--- src/rma_pkg.sv ---
`timescale 1ns / 1ps
// ----------------------------------------------------------------------------
// rma_pkg
// Shared constants, types and helpers for the ring moving average block.
// ----------------------------------------------------------------------------
package rma_pkg;

  localparam int RING_SLOTS = 16;
  localparam int SAMPLE_W   = 12;
  localparam int COUNT_W    = 4;
  localparam int PTR_W      = $clog2(RING_SLOTS);
  // exact peak sum is (RING_SLOTS-1) full-scale samples
  localparam int SUM_W      = $clog2((RING_SLOTS - 1) * ((1 << SAMPLE_W) - 1) + 1);
  localparam int DIV_CNT_W  = $clog2(SUM_W);

  localparam logic [PTR_W:0]       SLOTS_EXT = (PTR_W + 1)'(RING_SLOTS);
  localparam logic [PTR_W-1:0]     PTR_LAST  = PTR_W'(RING_SLOTS - 1);
  localparam logic [DIV_CNT_W-1:0] DIV_LAST  = DIV_CNT_W'(SUM_W - 1);

  typedef enum logic [1:0] {
    S_IDLE,
    S_UPDATE,
    S_DIVIDE,
    S_FINISH
  } rma_state_t;

  typedef struct packed {
    logic load;      // capture incoming sample
    logic update;    // ring/sum update, divider setup
    logic div_step;  // one restoring division step
    logic out_load;  // move quotient into output register
  } rma_cmd_t;

  typedef struct packed {
    logic div_last;  // current division step is the final one
  } rma_status_t;

  function automatic logic [PTR_W-1:0] ptr_next(input logic [PTR_W-1:0] p);
    logic [PTR_W-1:0] n;
    if (p == PTR_LAST) begin
      n = '0;
    end else begin
      n = p + 1'b1;
    end
    return n;
  endfunction

endpackage

--- src/rma_if.sv ---
`timescale 1ns / 1ps
// ----------------------------------------------------------------------------
// rma_if
// Valid/ready channels for samples in and averages out.
// ----------------------------------------------------------------------------
interface rma_sample_if import rma_pkg::*; ();
  logic                valid;
  logic                ready;
  logic [SAMPLE_W-1:0] sample;

  modport source (output valid, output sample, input ready);
  modport sink   (input valid, input sample, output ready);
endinterface

interface rma_result_if import rma_pkg::*; ();
  logic                valid;
  logic                ready;
  logic [SAMPLE_W-1:0] average;
  logic [COUNT_W-1:0]  held_count;

  modport source (output valid, output average, output held_count, input ready);
  modport sink   (input valid, input average, input held_count, output ready);
endinterface

--- src/rma_ram.sv ---
`timescale 1ns / 1ps
// ----------------------------------------------------------------------------
// rma_ram
// Generic simple dual-port RAM, one write and one registered read port.
// ----------------------------------------------------------------------------
module rma_ram #(
  parameter int WIDTH = 12,
  parameter int DEPTH = 16
) (
  input  logic                     clk,
  input  logic                     wr_en,
  input  logic [$clog2(DEPTH)-1:0] wr_addr,
  input  logic [WIDTH-1:0]         wr_data,
  input  logic [$clog2(DEPTH)-1:0] rd_addr,
  output logic [WIDTH-1:0]         rd_data
);

  logic [WIDTH-1:0] mem [DEPTH];

  always_ff @(posedge clk) begin
    if (wr_en) begin
      mem[wr_addr] <= wr_data;
    end
    rd_data <= mem[rd_addr];
  end

endmodule

--- src/rma_datapath.sv ---
`timescale 1ns / 1ps
// ----------------------------------------------------------------------------
// rma_datapath
// Ring pointers, running sum, sample RAM, serial divider, output register.
// ----------------------------------------------------------------------------
module rma_datapath import rma_pkg::*; (
  input  logic                clk,
  input  logic                rst,
  input  rma_cmd_t            cmd,
  output rma_status_t         status,
  input  logic [SAMPLE_W-1:0] in_sample,
  output logic [SAMPLE_W-1:0] out_average,
  output logic [COUNT_W-1:0]  out_held_count
);

  logic [PTR_W-1:0]     wr_ptr, rd_ptr;
  logic [SUM_W-1:0]     sum;
  logic [SAMPLE_W-1:0]  sample_reg;
  logic [SAMPLE_W-1:0]  rd_data;

  logic [PTR_W-1:0]     div_divisor;
  logic [PTR_W-1:0]     div_rem;
  logic [SUM_W-1:0]     div_quo;
  logic [DIV_CNT_W-1:0] step_cnt;

  logic                 full;
  logic [SUM_W-1:0]     sum_drop, sum_next;
  logic [PTR_W-1:0]     wr_ptr_next, rd_ptr_next;
  logic [PTR_W:0]       held_wide;
  logic [PTR_W-1:0]     held_next;
  logic [PTR_W:0]       trial;
  logic                 trial_ok;

  // oldest sample always sits at rd_ptr; RAM read runs every cycle
  rma_ram #(
    .WIDTH (SAMPLE_W),
    .DEPTH (RING_SLOTS)
  ) u_store (
    .clk     (clk),
    .wr_en   (cmd.update),
    .wr_addr (wr_ptr),
    .wr_data (sample_reg),
    .rd_addr (rd_ptr),
    .rd_data (rd_data)
  );

  always_comb begin
    full        = (ptr_next(wr_ptr) == rd_ptr);
    sum_drop    = full ? (sum - SUM_W'(rd_data)) : sum;
    sum_next    = sum_drop + SUM_W'(sample_reg);
    rd_ptr_next = full ? ptr_next(rd_ptr) : rd_ptr;
    wr_ptr_next = ptr_next(wr_ptr);
    if (wr_ptr_next >= rd_ptr_next) begin
      held_wide = {1'b0, wr_ptr_next} - {1'b0, rd_ptr_next};
    end else begin
      held_wide = {1'b0, wr_ptr_next} + SLOTS_EXT - {1'b0, rd_ptr_next};
    end
    held_next = held_wide[PTR_W-1:0];
  end

  // restoring division, one quotient bit per step
  always_comb begin
    trial    = {div_rem, div_quo[SUM_W-1]};
    trial_ok = (trial >= {1'b0, div_divisor});
  end

  assign status.div_last = (step_cnt == DIV_LAST);

  always_ff @(posedge clk) begin
    if (rst) begin
      wr_ptr   <= '0;
      rd_ptr   <= '0;
      sum      <= '0;
      step_cnt <= '0;
    end else if (cmd.update) begin
      wr_ptr   <= wr_ptr_next;
      rd_ptr   <= rd_ptr_next;
      sum      <= sum_next;
      step_cnt <= '0;
    end else if (cmd.div_step) begin
      step_cnt <= step_cnt + 1'b1;
    end
  end

  always_ff @(posedge clk) begin
    if (cmd.load) begin
      sample_reg <= in_sample;
    end
    if (cmd.update) begin
      div_divisor <= held_next;
      div_rem     <= '0;
      div_quo     <= sum_next;
    end else if (cmd.div_step) begin
      div_rem <= trial_ok ? PTR_W'(trial - {1'b0, div_divisor}) : trial[PTR_W-1:0];
      div_quo <= {div_quo[SUM_W-2:0], trial_ok};
    end
    if (cmd.out_load) begin
      out_average    <= (div_divisor == '0) ? '0 : div_quo[SAMPLE_W-1:0];
      out_held_count <= COUNT_W'(div_divisor);
    end
  end

  // a sample is always held once the ring has been updated
  a_held_nonzero: assert property (@(posedge clk) disable iff (rst)
    cmd.update |=> div_divisor != '0)
    else $error("held count zero after update");

  // ring occupancy never exceeds slot count minus one
  a_not_overfull: assert property (@(posedge clk) disable iff (rst)
    cmd.update |-> wr_ptr_next != rd_ptr_next)
    else $error("ring pointers collided");

endmodule

--- src/rma_ctrl.sv ---
`timescale 1ns / 1ps
// ----------------------------------------------------------------------------
// rma_ctrl
// Sequencer for accept, update, divide and output handoff.
// ----------------------------------------------------------------------------
module rma_ctrl import rma_pkg::*; (
  input  logic        clk,
  input  logic        rst,
  input  logic        in_valid,
  output logic        in_ready,
  output logic        out_valid,
  input  logic        out_ready,
  output rma_cmd_t    cmd,
  input  rma_status_t status
);

  rma_state_t state, state_next;
  logic       out_free;

  assign out_free = !out_valid || out_ready;

  always_comb begin
    state_next = state;
    unique case (state)
      S_IDLE:   if (in_valid) state_next = S_UPDATE;
      S_UPDATE: state_next = S_DIVIDE;
      S_DIVIDE: if (status.div_last) state_next = S_FINISH;
      S_FINISH: if (out_free) state_next = S_IDLE;
      default:  state_next = S_IDLE;
    endcase
  end

  always_comb begin
    cmd      = '0;
    in_ready = 1'b0;
    unique case (state)
      S_IDLE: begin
        in_ready = 1'b1;
        cmd.load = in_valid;
      end
      S_UPDATE: cmd.update = 1'b1;
      S_DIVIDE: cmd.div_step = 1'b1;
      S_FINISH: cmd.out_load = out_free;
      default: ;
    endcase
  end

  always_ff @(posedge clk) begin
    if (rst) begin
      state     <= S_IDLE;
      out_valid <= 1'b0;
    end else begin
      state <= state_next;
      if (cmd.out_load) begin
        out_valid <= 1'b1;
      end else if (out_ready) begin
        out_valid <= 1'b0;
      end
    end
  end

  a_accept_updates: assert property (@(posedge clk) disable iff (rst)
    (in_valid && in_ready) |=> state == S_UPDATE)
    else $error("accepted transaction not followed by update");

  a_finish_waits: assert property (@(posedge clk) disable iff (rst)
    (state == S_FINISH && out_valid && !out_ready) |=> state == S_FINISH)
    else $error("result overwritten while output stalled");

  a_load_valid: assert property (@(posedge clk) disable iff (rst)
    cmd.out_load |=> out_valid)
    else $error("output load did not raise valid");

  a_one_cmd: assert property (@(posedge clk) disable iff (rst)
    $onehot0({cmd.load, cmd.update, cmd.div_step, cmd.out_load}))
    else $error("conflicting datapath commands");

endmodule

--- src/ring_moving_average_core.sv ---
`timescale 1ns / 1ps
// ----------------------------------------------------------------------------
// ring_moving_average_core
// Sliding-window mean of 12-bit ADC samples over a ring of sample slots.
// ----------------------------------------------------------------------------
// Usage:
//   samples : valid/ready sink, one 12-bit ADC sample per transaction.
//   results : valid/ready source, average (12 bits) and held_count (4 bits),
//             exactly one result transaction per sample transaction.
//   The window holds up to RING_SLOTS-1 samples; once full, the oldest is
//   dropped from the running sum before the new one is added.
// Timing:
//   Accept cycle, update cycle (RAM write, sum, pointers), restoring
//   division (one quotient bit per cycle), handoff cycle. A new sample
//   is taken only once the previous one has passed through division and
//   handoff into the output register.
//   The output register decouples the sides: a new sample is accepted
//   while the previous result still waits. If the receiver stalls, the
//   next result is held in the divider until the output register frees.
// Reset:
//   Synchronous, active high. Empties the window (pointers and sum to
//   zero) and drops any pending result. Sample RAM contents are not
//   cleared; slots are only read after they have been written.
// ----------------------------------------------------------------------------
module ring_moving_average_core import rma_pkg::*; (
  input logic          clk,
  input logic          rst,
  rma_sample_if.sink   samples,
  rma_result_if.source results
);

  rma_cmd_t    cmd;
  rma_status_t status;

  // sequencing: state machine drives the datapath by command struct
  rma_ctrl u_ctrl (
    .clk       (clk),
    .rst       (rst),
    .in_valid  (samples.valid),
    .in_ready  (samples.ready),
    .out_valid (results.valid),
    .out_ready (results.ready),
    .cmd       (cmd),
    .status    (status)
  );

  // storage, arithmetic and output register
  rma_datapath u_dp (
    .clk            (clk),
    .rst            (rst),
    .cmd            (cmd),
    .status         (status),
    .in_sample      (samples.sample),
    .out_average    (results.average),
    .out_held_count (results.held_count)
  );

endmodule

--- src/flat_wrapper.sv ---
// flat-port wrapper written by rule: the top's interface ports become plain ports
module ring_moving_average_core_flat import rma_pkg::*;
  (clk, rst, samples_valid, samples_sample, samples_ready, results_valid, results_average, results_held_count, results_ready);
  rma_sample_if samples_i ();
  rma_result_if results_i ();
  input logic clk;
  input logic rst;
  input wire logic [$bits(samples_i.valid)-1:0] samples_valid;
  input wire logic [$bits(samples_i.sample)-1:0] samples_sample;
  output wire logic [$bits(samples_i.ready)-1:0] samples_ready;
  output wire logic [$bits(results_i.valid)-1:0] results_valid;
  output wire logic [$bits(results_i.average)-1:0] results_average;
  output wire logic [$bits(results_i.held_count)-1:0] results_held_count;
  input wire logic [$bits(results_i.ready)-1:0] results_ready;
  assign samples_i.valid = samples_valid;
  assign samples_i.sample = samples_sample;
  assign samples_ready = samples_i.ready;
  assign results_valid = results_i.valid;
  assign results_average = results_i.average;
  assign results_held_count = results_i.held_count;
  assign results_i.ready = results_ready;
  ring_moving_average_core u_core (.clk(clk), .rst(rst), .samples(samples_i), .results(results_i));
endmodule
--- config.mk ---
export PLATFORM = sky130hd
export DESIGN_NAME = ring_moving_average_core_flat
export DESIGN_NICKNAME = d
export VERILOG_FILES = /design/src/rma_pkg.sv /design/src/rma_if.sv /design/src/rma_ram.sv /design/src/rma_datapath.sv /design/src/rma_ctrl.sv /design/src/ring_moving_average_core.sv /design/src/flat_wrapper.sv
export SDC_FILE = /design/constraint.sdc
export NUM_CORES = 1
export LEC_CHECK = 0
export BUFFER_PORTS_ARGS = -buffer_cell sky130_fd_sc_hd__buf_2
export CORE_UTILIZATION = 37
export CTS_BUF_LIST = sky130_fd_sc_hd__clkbuf_4 sky130_fd_sc_hd__clkbuf_8
export DETAILED_ROUTE_END_ITERATION = 8
export PLACE_DENSITY_LB_ADDON = 0.1
export SETUP_SLACK_MARGIN = 0.1
export SYNTH_ARGS = -nofsm -noshare
export SYNTH_HDL_FRONTEND = slang
export SYNTH_SLANG_ARGS = --single-unit
--- constraint.sdc ---
create_clock -name clk -period 5.5 [get_ports clk]
set_input_delay 0.55 -clock clk [delete_from_list [all_inputs] [get_ports clk]]
set_output_delay 0.55 -clock clk [all_outputs]
set_load 0.05 [all_outputs]
==> results of run 1 <==
layer usage:
metal / vias to the layer above / routed length [um]
met5: - / 0
met3: 54 / 1060
li1: 3319 / -
met1: 3550 / 12700
met2: 129 / 13800
met4: 0 / 767
power by group:
part | internal, mW | switching, mW | total [mW]
clock | 1.18 | 0.870 | 2.05
sequential | 2.87 | 0.289 | 3.16
combinational | 1.36 | 1.84 | 3.21
worst reg2reg max path, delay by kind of cell (launching register included):
kind            cells  cell delay (ps)
flops               1              380
simple gates        5             1070
buf+inv             1               90
fa+ha+maj           2              790
xor+xnor            1              140
compound gates      8             1720
worst max path at each step:
| stage | start | end | slack (ps) | cells past startpoint |
|---|---|---|---|---|
| finish | u_core.u_dp.wr_ptr[0] | u_core.u_dp.div_quo[12] | 1070 | 17 |
| global route | u_core.u_dp.wr_ptr[0] | u_core.u_dp.div_quo[12] | 500 | 17 |
| CTS | u_core.u_dp.wr_ptr[0] | u_core.u_dp.div_quo[12] | 1030 | 17 |
| detailed placement | u_core.u_dp.wr_ptr[0] | u_core.u_dp.div_quo[12] | 1060 | 17 |
| global placement | u_core.u_dp.wr_ptr[0] | u_core.u_dp.div_quo[12] | 1160 | 17 |
| floorplan | u_core.u_dp.wr_ptr[0] | u_core.u_dp.div_quo[12] | 1320 | 20 |
cell type report:
class | count | area share (%)
sequential | 287 | 56.8
tap | 448 | 3.91
timing repair buffer | 42 | 1.62
multi-input combinational | 471 | 29.0
inverter | 45 | 1.18
clock inverter | 14 | 0.968
clock buffer | 78 | 6.52
synthesized netlist by cell type (7+ instances only):
master    instances
edfxtp_1        240
mux4_2           60
nand2_1          57
nor2_1           54
dfxtp_1          47
inv_1            44
ha_1             42
a21oi_1          33
o21ai_0          26
clkbuf_1         19
xor2_1           19
nor3_1           16
a211oi_1         14
xnor2_1          14
and2_1           12
nand3_1          12
a21o_1           11
nor2b_1           9
mux2i_1           7
cells by family after synthesis:
group / count (synthesis)
compound gates: 128
mux: 68
xor+xnor: 34
buf+inv: 80
fa+ha+maj: 46
flops: 287
simple gates: 195
placed cells by master, fill, tap and decap left out, types with 19 or more instances in the layout:
master,instances
nor2_1,53
dfxtp_1,45
buf_2,33
nand2_1,57
o21ai_0,26
inv_1,44
clkbuf_4,22
ha_1,41
a21oi_1,33
xor2_1,19
edfxtp_1,240
clkbuf_8,56
mux4_2,60
==> run summary, run 1 <==
Starting DRT DRC Count = 488
largest family of logic cells by synthesized area = multiplexers
syn nets = 900
DRC violations left = 0
wire per inst = 20.5 um
input/output buffers = 33
layout cells sized above 1 = 22.1%
library cells used by synthesis = 65
kind of critical path = flip-flop to flip-flop
Simple-Gate Fraction of Synth Area = 7.48%
count of pins over their slew limit = 0
max_cap viols = 0
area of the multi-input gates = 4160 um2
Mapped Cells = 838
vias in the first global route = 7620
Synth async-reset ratio = 0%
Finished Layout Cells = 1385
reg2reg path depth = 17
Hold WC Path Type = primary input to flip-flop
biggest regs = u_core.u_dp.u_store.mem: 192 flops, u_core.u_dp.div_quo: 16 flops, u_core.u_dp.sum: 16 flops
GR Layer Usage met3 = 2.75%
core box area = 33500 um2
area of placed instances = 13300 um2
GR peak layer = met2
Critical Path AT = 4740 ps
startpoint types = flip-flop
Clock Tree Buf Depth = 3
fmax = 226 MHz
top cells by area, synth = edfxtp_1 57%, mux4_2 11%, dfxtp_1 7.4%
# resized after CTS = 0
global route overflow = 0
Ys Warns = 0
Reg clk slew, reported paths = 60 ps
reg2reg start = u_core.u_dp.wr_ptr[0]
Worst IR Drop VDD = 0.000223 V
Post-Place Cells = 1293
antenna violations before repair = 0
Skew-Pair Late Insertion Delay = 580 ps
Ports = 34
number of synthesized register bits = 287
CTS H-tree depth = 2
Final Util = 42.8%
Initial Util = 37.7%
global routing usage on met2 = 28.7%
top_reg_cell synth = edfxtp_1
gr usage total = 16.9%
Relative slew margins = 17.4%
hold violation count in the final report = 0
Hold WS = 144 ps
Buf+Inv Stages, Crit Path = 1
Filler cells = 3040
status = complete, no violations
CP cell instances = ha_1, a21o_1, a31oi_2, xor2_1, nor3_1, nor2_1, a21oi_1, inv_1, fa_1, nor2b_1, o21a_1, o211ai_1, a211oi_1, o31ai_1, o21ai_0, nor3b_1, nor2_1
syn avg cell area = 15.1 um2
Post-CTS Setup Inserts = 0
R2R Path End = u_core.u_dp.div_quo[12]
global-route wire length before repair = 44400 um
final setup margin = 1070 ps
clock skew = 20.2 ps
ANT nets after route = 0
routing usage on met1 = 21.9%
Design Power = 8.41 mW
Slew @ Worst Pin = 1230 ps
CTS tree = done
cell mode on critical path = nor2_1
flip-flop and latch area = 8150 um2
DR vias = 7052
Worst Hold Path EP = u_core.u_dp.sample_reg[5]
RSZ-0062 raised after global routing = false
Antenna diodes = 0
Synth Area in XOR/XNOR = 2.48%
hold buffer count at cts = 0
multiplexer share of the synthesized area = 11.3%
post-route minimum period = 4430 ps
cts bufs inserted = 49
Layout Nets = 958
routed wire length = 28400 um
DR pass1 iterations = 4
post-route clock period utilization = 80.5%
Adder-Cell Fraction of Synth Area = 4.79%
Place WS = 1060 ps
Clk Tree Root Cell = clkbuf_8
CP Max Fanout = 8
Top reg by flops = u_core.u_dp.u_store.mem
CP max stage cell = nor3_1
total negative slack = 0 ps
largest net degree at the start of global routing = 55
# setup viols final = 0
crit path capture type = flip-flop
Hold Path Stages = 1
area leader, netlist = edfxtp_1
flop2flop setup slack = 1070 ps
Area Growth Syn to Fin = 13.6%
Vert. Die Dim = 187 um
fraction of the yosys area taken by sequential cells = 64.5%
leakage power = 5.04 nW
Largest register FFs = 192
Compound-Gate Fraction of Synth Area = 6.67%
CTS Sinks = 287
CP top delay family = compound AO/OA/AOI/OAI gates
Cell Rows = 67
Vias/cell = 5.09
number of flops mapped to enable cells by yosys = 240
Die W = 187 um
cell area power density = 586 nW/um2
post-route cell area = 14400 um2
Cell Area, Synth = 12600 um2
Min-Delay Startpoint = samples_sample[5]
CP required = 5810 ps
die area = 34900 um2
Worst path max stage delay = 500 ps
HPWL Detailed = 17900 um
post-synth top area share = 57.1%
GPL Wtd Cong = 0.850
(Power assumes the default switching activity.)
==> inputs of run 2 (changes only) <==
--- a/config.mk
+++ b/config.mk
@@ -5,6 +5,7 @@
 export SDC_FILE = /design/constraint.sdc
 export NUM_CORES = 1
 export LEC_CHECK = 0
+export ABC_AREA = 1
 export BUFFER_PORTS_ARGS = -buffer_cell sky130_fd_sc_hd__buf_2
 export CORE_UTILIZATION = 37
 export CTS_BUF_LIST = sky130_fd_sc_hd__clkbuf_4 sky130_fd_sc_hd__clkbuf_8
==> constraint.sdc (replaced) <==
create_clock -name clk -period 4.1 [get_ports clk]
set_input_delay 0.41 -clock clk [delete_from_list [all_inputs] [get_ports clk]]
set_output_delay 0.41 -clock clk [all_outputs]
set_load 0.05 [all_outputs]
==> run summary, run 2 <==
most frequent cell after synthesis = edfxtp_1
vias in the first global route = 8711 (+14%)
Cell Rows = 67 (unchanged)
gr usage total = 18.8% (+2.0 points)
post-route minimum period = 3630 ps (-799 ps)
Worst IR Drop VDD = 0.000299 V (+34%)
syn nets = 1254 (+39%)
HPWL Detailed = 20500 um (+14%)
count of pins over their slew limit = 0 (unchanged)
input/output buffers = 33 (unchanged)
Design Power = 10.4 mW (+23%)
Ys Warns = 0 (unchanged)
Worst Hold Path EP = u_core.u_ctrl.out_valid
antenna violations before repair = 2 (+2)
global-route wire length before repair = 50700 um (+14%)
library cells used by synthesis = 45 (-31%)
DR pass1 iterations = 5 (+1)
crit path capture type = flip-flop
Area Growth Syn to Fin = 14.5%
Place WS = 377 ps (-684 ps)
area of placed instances = 13600 um2 (+2.6%)
hold violation count in the final report = 0 (unchanged)
routed wire length = 33000 um (+16%)
Synth async-reset ratio = 0% (unchanged)
Final Util = 43.5% (+0.69 points)
Hold WS = 102 ps (-41.8 ps)
ANT nets after route = 0 (unchanged)
Post-Place Cells = 1651 (+28%)
syn avg cell area = 10.8 um2 (-28%)
CP Max Fanout = 4 (-4)
total negative slack = 0 ps (unchanged)
CTS Sinks = 287 (unchanged)
GPL Wtd Cong = 0.864 (+1.6%)
top_reg_cell synth = edfxtp_1
Finished Layout Cells = 1751 (+26%)
Critical Path AT = 3980 ps (-760 ps)
Relative slew margins = 44.9% (+27 points)
Skew-Pair Late Insertion Delay = 600 ps (+20 ps)
CP required = 4450 ps (-1360 ps)
area leader, netlist = edfxtp_1
commonest non-fill, non-tap cell in the layout = edfxtp_1
Min-Delay Startpoint = results_ready
DR vias = 8863 (+26%)
Antenna diodes = 0 (unchanged)
Clk Tree Root Cell = clkbuf_8
DRC violations left = 0 (unchanged)
largest net degree at the start of global routing = 61 (+11%)
leakage power = 5.55 nW (+10%)
number of flops mapped to enable cells by yosys = 240 (unchanged)
most frequent cells in the layout = 240 x edfxtp_1, 173 x nand2_1, 154 x nor2_1
max_cap viols = 0 (unchanged)
Cell Area, Synth = 12900 um2 (+1.8%)
CTS H-tree depth = 2 (unchanged)
# setup viols final = 0 (unchanged)
number of synthesized register bits = 287 (unchanged)
biggest regs = u_core.u_dp.u_store.mem: 192 flops, u_core.u_dp.div_quo: 16 flops, u_core.u_dp.sum: 16 flops
CTS tree = done
Initial Util = 38.0% (+0.31 points)
final setup margin = 469 ps (-601 ps)
cell area power density = 703 nW/um2 (+20%)
status = complete, no violations
global route overflow = 0 (unchanged)
Reg clk slew, reported paths = 60 ps (about the same)
wire per inst = 18.8 um (-8.1%)
Top reg by flops = u_core.u_dp.u_store.mem
Clock Tree Buf Depth = 3 (unchanged)
post-synth top area share = 56.0% (-1.0 points)
fraction of the yosys area taken by sequential cells = 63.4% (-1.2 points)
RSZ-0062 raised after global routing = false
post-route clock period utilization = 88.6% (+8.0 points)
commonest cells in the netlist = 240 x edfxtp_1, 173 x nand2_1, 154 x nor2_1
R2R Path End = u_core.u_dp.div_quo[13]
Layout Nets = 1328 (+39%)
Hold Path Stages = 4 (+3)
Post-CTS Setup Inserts = 0 (unchanged)
fmax = 275 MHz (+22%)
Vert. Die Dim = 188 um (+0.90%)
Vias/cell = 5.06 (-0.59%)
layout cells sized above 1 = 13.3% (-8.8 points)
Largest register FFs = 192 (unchanged)
Die W = 188 um (+0.90%)
die area = 35500 um2 (+1.8%)
Starting DRT DRC Count = 552 (+13%)
reg2reg start = u_core.u_dp.sum[0]
Slew @ Worst Pin = 826 ps (-405 ps)
post-route cell area = 14700 um2 (+2.6%)
Ports = 34 (unchanged)
clock skew = 20.7 ps (+0.490 ps)
cts bufs inserted = 49 (unchanged)
reg2reg path depth = 19 (+2)
flop2flop setup slack = 470 ps (-600 ps)
kind of critical path = flip-flop to flip-flop
top cells by area, synth = edfxtp_1 56%, dfxtp_1 7.3%, o21ai_0 5.9%
core box area = 33900 um2 (+1.0%)
Mapped Cells = 1192 (+42%)
Hold WC Path Type = primary input to flip-flop
startpoint types = flip-flop
## run 2: worst max path at each step
stage / start / endpoint / slack (ps) / cells after the start
floorplan: u_core.u_dp.wr_ptr[0] / u_core.u_dp.div_quo[10] / 600 / 23
global placement: u_core.u_dp.wr_ptr[0] / u_core.u_dp.div_quo[10] / 420 / 22
detailed placement: u_core.u_dp.wr_ptr[0] / u_core.u_dp.div_quo[10] / 380 / 22
CTS: u_core.u_dp.wr_ptr[0] / u_core.u_dp.div_quo[10] / 370 / 22
global route: u_core.u_dp.wr_ptr[1] / u_core.u_dp.div_quo[10] / 120 / 25
finish: u_core.u_dp.sum[0] / u_core.u_dp.div_quo[13] / 470 / 19
## run 2: routing by layer
| metal | wire, um | vias to the layer above | track usage [%] |
|---|---|---|---|
| met5 | 12 | - | 0 |
| met4 | 608 | 2 | 5.58 |
| met3 | 1410 | 49 | 3.71 |
| met2 | 15400 | 165 | 31.0 |
| met1 | 15500 | 4277 | 25.2 |
| li1 | - | 4370 | - |
## run 2: area by class of cell
| type | count | area (um2) |
|---|---|---|
| clock inverters | 15 | 86.3 |
| inverters | 104 | 390 |
| multi-input cells | 747 | 4120 |
| flip-flops and latches | 287 | 8150 |
| repair buffers | 77 | 526 |
| well taps | 448 | 561 |
| clock buffers | 73 | 892 |
| fillers | 3296 | 19100 |
## run 2: cells by family after synthesis
group,share of synthesized area (%)
fa+ha+maj,4.71
flops,63.4
xor+xnor,1.16
simple gates,13.1
compound gates,12.9
buf+inv,4.73
## run 2: timing repair
action                                 CTS  global route
endpoints found under the hold margin   12             0
setup endpoints to repair                0             2
gates resized for setup                  0             3
hold buffers                            12             0
## run 2: worst max-delay path, stage by stage (launching register included)
cell and delay (ps):
dfxtp_1 330, inv_1 60, ha_1 240, fa_1 460
o21ai_1 310, nand2_1 80, nand2_1 140, a31oi_1 110
xor2_1 140, o21ai_0 220, ha_1 320, a21oi_1 180
o21ai_0 100, a21oi_1 120, nand2_1 90, a21o_1 200
nand3_1 80, nand2_1 50, nand3_1 90, nand2_1 60
## run 2: power by group
| part | switching, mW | total (mW) | leakage (nW) | internal, mW |
|---|---|---|---|---|
| Clock | 1.17 | 2.56 | 0.522 | 1.40 |
| Combinational | 2.44 | 3.67 | 2.46 | 1.23 |
| Sequential | 0.329 | 4.12 | 2.57 | 3.79 |
